`src/hw/rtl/kwm_pkg.sv`:
```
// shared types and constants for the k-way timestamp merge unit
package kwm_pkg;

	localparam int STREAM_W    = 3;
	localparam int TSTAMP_W    = 64;
	localparam int TREE_LEAVES = 8;
	localparam int CNT_W       = 4;
	localparam int MASK_W      = 8;

	localparam logic REG_STREAM_COUNT  = 1'b0;
	localparam logic REG_STREAM_ENABLE = 1'b1;

	localparam logic FUNC_NEXT = 1'b0;
	localparam logic FUNC_END  = 1'b1;

	typedef enum logic [1:0] {
		ST_PENDING   = 2'd0,
		ST_VALID     = 2'd1,
		ST_EXHAUSTED = 2'd2
	} head_st_t;

	// refill or end-of-stream write into one head
	typedef struct packed {
		logic                en;
		logic                exhaust;
		logic [STREAM_W-1:0] idx;
		logic [TSTAMP_W-1:0] tstamp;
	} head_wr_t;

	// head handed out as winner goes back to pending
	typedef struct packed {
		logic                en;
		logic [STREAM_W-1:0] idx;
	} head_pick_t;

	typedef struct packed {
		logic                vld;
		logic [STREAM_W-1:0] id;
		logic [TSTAMP_W-1:0] tstamp;
	} cand_t;

endpackage

```
`src/hw/rtl/k_way_timestamp_merge_unit.sv`:
```
// k-way timestamp merge: top level with input register, control and result register
// Takes one word per cycle unless the output stalls, and answers each with at most one
// result: the id of the stream whose head is now smallest, or a done flag once every
// stream in use is exhausted. A word waits in the input register, where it is merged into
// the head table and the minimum is found in the same cycle; the result register then
// takes its result, though an output stall can hold the word back first. The cycle time
// is set by the refill mux plus a three-level compare tree over up to eight 64-bit heads.
// Head times are not cleared after reset: a head is only read after its stream has
// written it. A winner is only given when no stream in use waits for a refill, so the
// source is expected to send the winner's next timestamp (or its end) after each result.
module k_way_timestamp_merge_unit #(
	parameter int MAX_STREAMS = 8
) (
	input  logic        clk,
	input  logic        arst_n,
	input  logic        s_tvalid,
	output logic        s_tready,
	input  logic [71:0] s_tdata,   // stream[2:0], timestamp[66:3], zero pad
	input  logic [0:0]  s_tuser,   // func
	output logic        m_tvalid,
	input  logic        m_tready,
	output logic [7:0]  m_tdata,   // winner[2:0], zero pad
	output logic [0:0]  m_tuser,   // done_res
	input  logic        cfg_valid,
	output logic        cfg_ready,
	input  logic [0:0]  cfg_index,
	input  logic [7:0]  cfg_data
);

	localparam int NUM_HEADS = (MAX_STREAMS < kwm_pkg::TREE_LEAVES) ?
		MAX_STREAMS : kwm_pkg::TREE_LEAVES;

	logic [kwm_pkg::CNT_W-1:0]    cnt_q;
	logic [kwm_pkg::MASK_W-1:0]   ena_q;
	logic                         finished_q;

	logic                         vld_s1;
	logic                         func_s1;
	logic [kwm_pkg::STREAM_W-1:0] stream_s1;
	logic [kwm_pkg::TSTAMP_W-1:0] tstamp_s1;

	logic                         out_vld_q;
	logic [kwm_pkg::STREAM_W-1:0] winner_q;
	logic                         done_q;

	logic                         proc;
	logic                         in_use   [NUM_HEADS];
	logic                         cand_vld [NUM_HEADS];
	kwm_pkg::head_st_t            view_st  [NUM_HEADS];
	logic [kwm_pkg::TSTAMP_W-1:0] view_tm  [NUM_HEADS];
	kwm_pkg::head_wr_t            wr;
	kwm_pkg::head_pick_t          pick;
	logic                         any_pending;
	logic                         have;
	logic [kwm_pkg::STREAM_W-1:0] best;
	logic                         emit;

	assign cfg_ready = 1'b1;
	assign proc      = vld_s1 && (!out_vld_q || m_tready);
	assign s_tready  = !vld_s1 || proc;

	always_ff @(posedge clk or negedge arst_n) begin
		if (!arst_n) begin
			cnt_q <= kwm_pkg::CNT_W'(8);
			ena_q <= '1;
		end else if (cfg_valid) begin
			unique case (cfg_index)
				kwm_pkg::REG_STREAM_COUNT:  cnt_q <= cfg_data[kwm_pkg::CNT_W-1:0];
				kwm_pkg::REG_STREAM_ENABLE: ena_q <= cfg_data;
			endcase
		end
	end

	always_ff @(posedge clk or negedge arst_n) begin
		if (!arst_n) begin
			vld_s1 <= 1'b0;
		end else if (s_tready) begin
			vld_s1 <= s_tvalid;
		end
	end

	always_ff @(posedge clk) begin
		if (s_tready && s_tvalid) begin
			func_s1   <= s_tuser[0];
			stream_s1 <= s_tdata[2:0];
			tstamp_s1 <= s_tdata[66:3];
		end
	end

	always_comb begin
		for (int i = 0; i < NUM_HEADS; i++) begin
			in_use[i] = (kwm_pkg::CNT_W'(i) < cnt_q) && ena_q[i];
		end
	end

	// refill request for a stream in use; the heads block drops it unless that head is pending
	always_comb begin
		wr.en     = 1'b0;
		wr.exhaust = (func_s1 == kwm_pkg::FUNC_END);
		wr.idx    = stream_s1;
		wr.tstamp = tstamp_s1;
		for (int i = 0; i < NUM_HEADS; i++) begin
			if (stream_s1 == kwm_pkg::STREAM_W'(i) && in_use[i] && !finished_q) begin
				wr.en = 1'b1;
			end
		end
	end

	kwm_heads #(
		.NUM_HEADS(NUM_HEADS)
	) u_heads (
		.clk      (clk),
		.arst_n   (arst_n),
		.wr       (wr),
		.wr_commit(proc),
		.pick     (pick),
		.view_st  (view_st),
		.view_tm  (view_tm)
	);

	always_comb begin
		any_pending = 1'b0;
		for (int i = 0; i < NUM_HEADS; i++) begin
			cand_vld[i] = in_use[i] && view_st[i] == kwm_pkg::ST_VALID;
			if (in_use[i] && view_st[i] == kwm_pkg::ST_PENDING) begin
				any_pending = 1'b1;
			end
		end
	end

	kwm_min_tree #(
		.NUM_HEADS(NUM_HEADS)
	) u_tree (
		.cand_vld(cand_vld),
		.cand_tm (view_tm),
		.have    (have),
		.best    (best)
	);

	assign emit     = !finished_q && !any_pending;
	assign pick.en  = emit && have;
	assign pick.idx = best;

	always_ff @(posedge clk or negedge arst_n) begin
		if (!arst_n) begin
			finished_q <= 1'b0;
			out_vld_q  <= 1'b0;
		end else begin
			if (proc) begin
				out_vld_q <= emit;
				if (emit && !have) begin
					finished_q <= 1'b1;
				end
			end else if (m_tready) begin
				out_vld_q <= 1'b0;
			end
		end
	end

	always_ff @(posedge clk) begin
		if (proc && emit) begin
			winner_q <= have ? best : '0;
			done_q   <= !have;
		end
	end

	assign m_tvalid = out_vld_q;
	assign m_tdata  = {5'b0, winner_q};
	assign m_tuser  = done_q;

endmodule

```
`src/hw/rtl/kwm_heads.sv`:
```
// per-stream head timestamps and status, with the current write folded into the view
module kwm_heads #(
	parameter int NUM_HEADS = 8
) (
	input  logic                                clk,
	input  logic                                arst_n,
	input  kwm_pkg::head_wr_t                   wr,
	input  logic                                wr_commit,
	input  kwm_pkg::head_pick_t                 pick,
	output kwm_pkg::head_st_t                   view_st [NUM_HEADS],
	output logic [kwm_pkg::TSTAMP_W-1:0]        view_tm [NUM_HEADS]
);

	kwm_pkg::head_st_t                  st_q [NUM_HEADS];
	logic [kwm_pkg::TSTAMP_W-1:0]       tm_q [NUM_HEADS];

	// status and time as they stand once this word's refill is applied
	// a refill only lands on a head that is waiting for one
	always_comb begin
		for (int i = 0; i < NUM_HEADS; i++) begin
			view_st[i] = st_q[i];
			view_tm[i] = tm_q[i];
			if (wr.en && wr.idx == kwm_pkg::STREAM_W'(i) &&
					st_q[i] == kwm_pkg::ST_PENDING) begin
				view_st[i] = wr.exhaust ? kwm_pkg::ST_EXHAUSTED : kwm_pkg::ST_VALID;
				if (!wr.exhaust) begin
					view_tm[i] = wr.tstamp;
				end
			end
		end
	end

	always_ff @(posedge clk or negedge arst_n) begin
		if (!arst_n) begin
			for (int i = 0; i < NUM_HEADS; i++) begin
				st_q[i] <= kwm_pkg::ST_PENDING;
			end
		end else if (wr_commit) begin
			for (int i = 0; i < NUM_HEADS; i++) begin
				if (pick.en && pick.idx == kwm_pkg::STREAM_W'(i)) begin
					st_q[i] <= kwm_pkg::ST_PENDING;
				end else begin
					st_q[i] <= view_st[i];
				end
			end
		end
	end

	always_ff @(posedge clk) begin
		if (wr_commit) begin
			for (int i = 0; i < NUM_HEADS; i++) begin
				tm_q[i] <= view_tm[i];
			end
		end
	end

endmodule

```
`src/hw/rtl/kwm_min_tree.sv`:
```
// three-level compare tree picking the smallest valid head, lower id on ties
module kwm_min_tree #(
	parameter int NUM_HEADS = 8
) (
	input  logic                          cand_vld [NUM_HEADS],
	input  logic [kwm_pkg::TSTAMP_W-1:0]  cand_tm  [NUM_HEADS],
	output logic                          have,
	output logic [kwm_pkg::STREAM_W-1:0]  best
);

	kwm_pkg::cand_t leaf [kwm_pkg::TREE_LEAVES];
	kwm_pkg::cand_t lvl1 [kwm_pkg::TREE_LEAVES/2];
	kwm_pkg::cand_t lvl2 [kwm_pkg::TREE_LEAVES/4];
	kwm_pkg::cand_t root;

	function automatic kwm_pkg::cand_t pick_min(kwm_pkg::cand_t lo, kwm_pkg::cand_t hi);
		// lo always carries the lower ids, so it wins a tie
		if (lo.vld && (!hi.vld || lo.tstamp <= hi.tstamp)) begin
			return lo;
		end
		return hi;
	endfunction

	always_comb begin
		for (int i = 0; i < kwm_pkg::TREE_LEAVES; i++) begin
			leaf[i] = '{vld: 1'b0, id: kwm_pkg::STREAM_W'(i), tstamp: '0};
		end
		for (int i = 0; i < NUM_HEADS; i++) begin
			leaf[i].vld    = cand_vld[i];
			leaf[i].tstamp = cand_tm[i];
		end
		for (int i = 0; i < kwm_pkg::TREE_LEAVES/2; i++) begin
			lvl1[i] = pick_min(leaf[2*i], leaf[2*i+1]);
		end
		for (int i = 0; i < kwm_pkg::TREE_LEAVES/4; i++) begin
			lvl2[i] = pick_min(lvl1[2*i], lvl1[2*i+1]);
		end
		root = pick_min(lvl2[0], lvl2[1]);
		have = root.vld;
		best = root.id;
	end

endmodule

```
`config.mk`:
```
export PLATFORM = sky130hd
export DESIGN_NAME = k_way_timestamp_merge_unit
export DESIGN_NICKNAME = d
export VERILOG_FILES = /design/src/hw/rtl/kwm_pkg.sv /design/src/hw/rtl/k_way_timestamp_merge_unit.sv /design/src/hw/rtl/kwm_heads.sv /design/src/hw/rtl/kwm_min_tree.sv
export SDC_FILE = /design/constraint.sdc
export NUM_CORES = 2
export LEC_CHECK = 0
export BUFFER_PORTS_ARGS = -buffer_cell sky130_fd_sc_hd__buf_2
export CAP_MARGIN = 20
export CORE_ASPECT_RATIO = 1.2
export CORE_MARGIN = 2
export CORE_UTILIZATION = 57
export CTS_CLUSTER_DIAMETER = 200
export DETAILED_ROUTE_END_ITERATION = 8
export HOLD_SLACK_MARGIN = 0.1
export PLACE_DENSITY = 0.79
export SLEW_MARGIN = 40
export SYNTH_ARGS = -nofsm -noshare
export SYNTH_HDL_FRONTEND = slang
export SYNTH_SLANG_ARGS = --single-unit
export TNS_END_PERCENT = 50
```
`constraint.sdc`:
```
create_clock -name clk -period 13.6 [get_ports clk]
set_input_delay 2.04 -clock clk [delete_from_list [all_inputs] [get_ports clk]]
set_output_delay 2.04 -clock clk [all_outputs]
set_load 0.05 [all_outputs]
```
==> qor.txt <==
Worst-path clk slew: 0.06 ns
Post-Route WL: 108,000 µm
status: completed
# setup viols final: 0
Post-CTS Hold Buffers: 0
Max Freq: 78.2 MHz
total power: 6.55 mW
CTS Root Cell: clkbuf_16
# port buffers: 87
Worst Path Required: 14.13 ns
Clk Latency, worst-skew pair: 0.63 ns
dpl hpwl: 78,800 µm
Yosys top cell area share: 42.3%
reg2reg end: u_heads.st_q[6]
initial antenna violation count: 1
setup TNS: 0 ns
CP startpoint: stream_s1[0]
placed cell count: 4,676
R2R depth: 36
worst-margin pin slew: 0.892 ns
Synth area leader: edfxtp_1
Hold Crit Depth: 1
H-Tree Depth: 3
fin cells: 4,800
core region area: 72,200 µm²
final worst-path cycle share: 94.0%
Hold WS: 0.482 ns
Synth Flop Type: edfxtp_1
CTS tree: yes
mapped cell area: 41,500 µm²
Worst Slack Setup Final: 0.812 ns
cell count after synthesis: 3,705
Antenna Violating Nets Remaining: 0
wire per inst: 22.5 µm
post-CTS setup buffer count: 0
RR Startpoint: stream_s1[0]
PostCTS Resize Cnt: 0
Initial Utilization: 57.5%
number of CTS-inserted buffers: 70
WP data arrival: 13.31 ns
Total GRT Usage: 28.6%
Final Hold Vio Count: 0
R2R Setup Slk: 0.81 ns
max-slew violations: 0
DR pass1 iterations: 6
Via density: 6.16
Antenna diodes: 0
Area Overhead vs Synth: 10.3%
Design Area, Final: 45,800 µm²
clk buf depth: 3
share of post-route cells with drive strength above 1: 14.3%
initial drt markers: 2,137
EDFF count, synth: 584
DRC Markers: 0
Synth async-reset ratio: 5.04%
I/O pin cnt: 99
slowest cell delay on critical path: 0.81 ns
DIE WIDTH: 250 µm
Synth cell types: 91
largest net degree at the start of global routing: 106
Tmin final: 12.79 ns
die area: 75,000 µm²
Leak: 20.4 nW
final core occ: 63.4%
first-pass GRT wire length: 167,000 µm
unrepaired setup endpoints after global routing: false
GR Overflow Total: 0
Nets: 4,342
Post-Route Skew: 0.0301 ns
slowest cell on the critical path: or4b_2
Worst Setup EP: u_heads.st_q[6]
Startpoint Class: flip-flop
Pwr Density: 143 nW/µm²
kind of critical path: reg -> reg
post-synthesis sequential area ratio: 44.2%
ranking of synthesized cells by area: edfxtp_1 (42%), ha_1 (13%), mux2i_1 (13%)
max_cap viols: 0
dpl ws: 1.21 ns
via count: 29.6k
CP Max Fanout: 48
Die Y: 300 µm
RePlAce Congestion: 0.963
worst min path class: reg -> reg
CTS Sinks: 615
Rows: 108
FF+latch count, synth: 615
Avg Inst Size Synth: 11.2 µm²
Cell Area, Placed: 43,400 µm²
Critical Path Sink Type: flip-flop
Peak VDD IR: 0.119 mV
vias in the first global route: 30.2k
max_slew headroom: 40.0%
Yosys Warn Count: 0
synthesized netlist by cell type (12+ instances only):
cell type and n:
buf_4 18, o21a_1 84, mux2i_1 537, edfxtp_1 584
a31oi_1 27, clkbuf_1 53, a21o_1 55, nor3_1 49
nor2b_1 12, o211ai_1 34, a21oi_1 116, ha_1 442
nand2_1 335, a211oi_1 32, dfrtp_1 22, nor4_1 20
buf_1 28, nand2b_1 13, nand3_1 53, buf_2 34
o21ai_0 83, mux2_2 233, inv_1 461, nand4_1 93
nor2_1 90
worst min path at each step:
stage / to / from
after floorplan: u_heads.st_q[3] / u_heads.st_q[3]
after global placement: u_heads.st_q[3] / u_heads.st_q[3]
after detailed placement: u_heads.st_q[3] / u_heads.st_q[3]
after CTS: u_heads.st_q[3] / u_heads.st_q[3]
after global routing: u_heads.st_q[3] / u_heads.st_q[3]
final: u_heads.st_q[3] / u_heads.st_q[3]
cell families (layout without fill, tap and decap cells):
kind of cell | after synthesis | after routing | synth area share [%]
compound gates | 532 | 532 | 8.63
xor+xnor | 7 | 7 | 0.148
fa+ha+maj | 443 | 443 | 13.4
buf+inv | 601 | 757 | 5.81
flops | 615 | 615 | 44.2
mux | 780 | 780 | 19.6
other cells | 2 | 6 | 0.0181
simple gates | 725 | 725 | 8.32
critical path, delay by kind of cell, from the launching register on:
kind | cells | cell delay (ns)
multiplexers | 3 | 1.10
adder cells (fa/ha/maj) | 3 | 0.92
AO/OA/AOI/OAI | 15 | 5.05
AND/OR/NAND/NOR | 12 | 4.10
flip-flops | 1 | 0.65
buffers and inverters | 3 | 0.78
per-layer routing:
metal	vias up	global-route usage, %	routed length [µm]
met5	-	0	0
met4	0	16.8	6760
met3	303	3.82	6040
met2	969	49.7	52800
met1	14357	34.1	42500
li1	13923	-	-
final cells by class:
class | count | area, µm²
Clock buffer | 91 | 1960
Fill cell | 5673 | 26400
Multi-Input combinational cell | 2493 | 20900
Timing Repair Buffer | 171 | 1280
Sequential cell | 615 | 18300
Inverter | 462 | 1740
Tap cell | 935 | 1170
Clock inverter | 33 | 380
report_power, final:
group	total, mW	internal (mW)	switching [mW]
Sequential	2.44	2.32	0.117
Clock	1.95	1.17	0.789
Combinational	2.16	0.918	1.24
Total	6.55	4.40	2.14
registers in the layout, summed over array words and instances, names as in the netlist:
signal        count
cnt_q             4
ena_q             8
finished_q        1
func_s1           1
m_tuser           1
m_tvalid          1
stream_s1         3
tstamp_s1        64
u_heads.st_q     16
u_heads.tm_q    512
vld_s1            1
winner_q          3
cell usage in the layout, fill, tap and decap left out, types with 7 or more instances in the layout:
cell,instances
a21o_1,55
nor2b_1,12
clkinv_2,10
dfstp_2,9
edfxtp_1,584
nand2_1,334
o221ai_1,9
a2111oi_0,8
buf_2,87
nor2_1,87
bufinv_16,8
a31oi_1,26
mux2i_1,537
nor3_1,48
nand4_1,93
clkbuf_16,75
dfrtp_1,22
or3_1,8
clkbuf_1,14
ha_1,442
buf_4,67
a21oi_1,116
nand2b_1,13
o211ai_1,34
nor4_1,19
mux2_1,9
o2111ai_1,7
a211o_1,9
inv_1,460
clkinv_1,12
mux2_2,233
nand3_1,53
buf_12,13
o21ai_0,81
o21a_1,83
a211oi_1,32
Note: power is estimated with default switching activity, not from simulation.
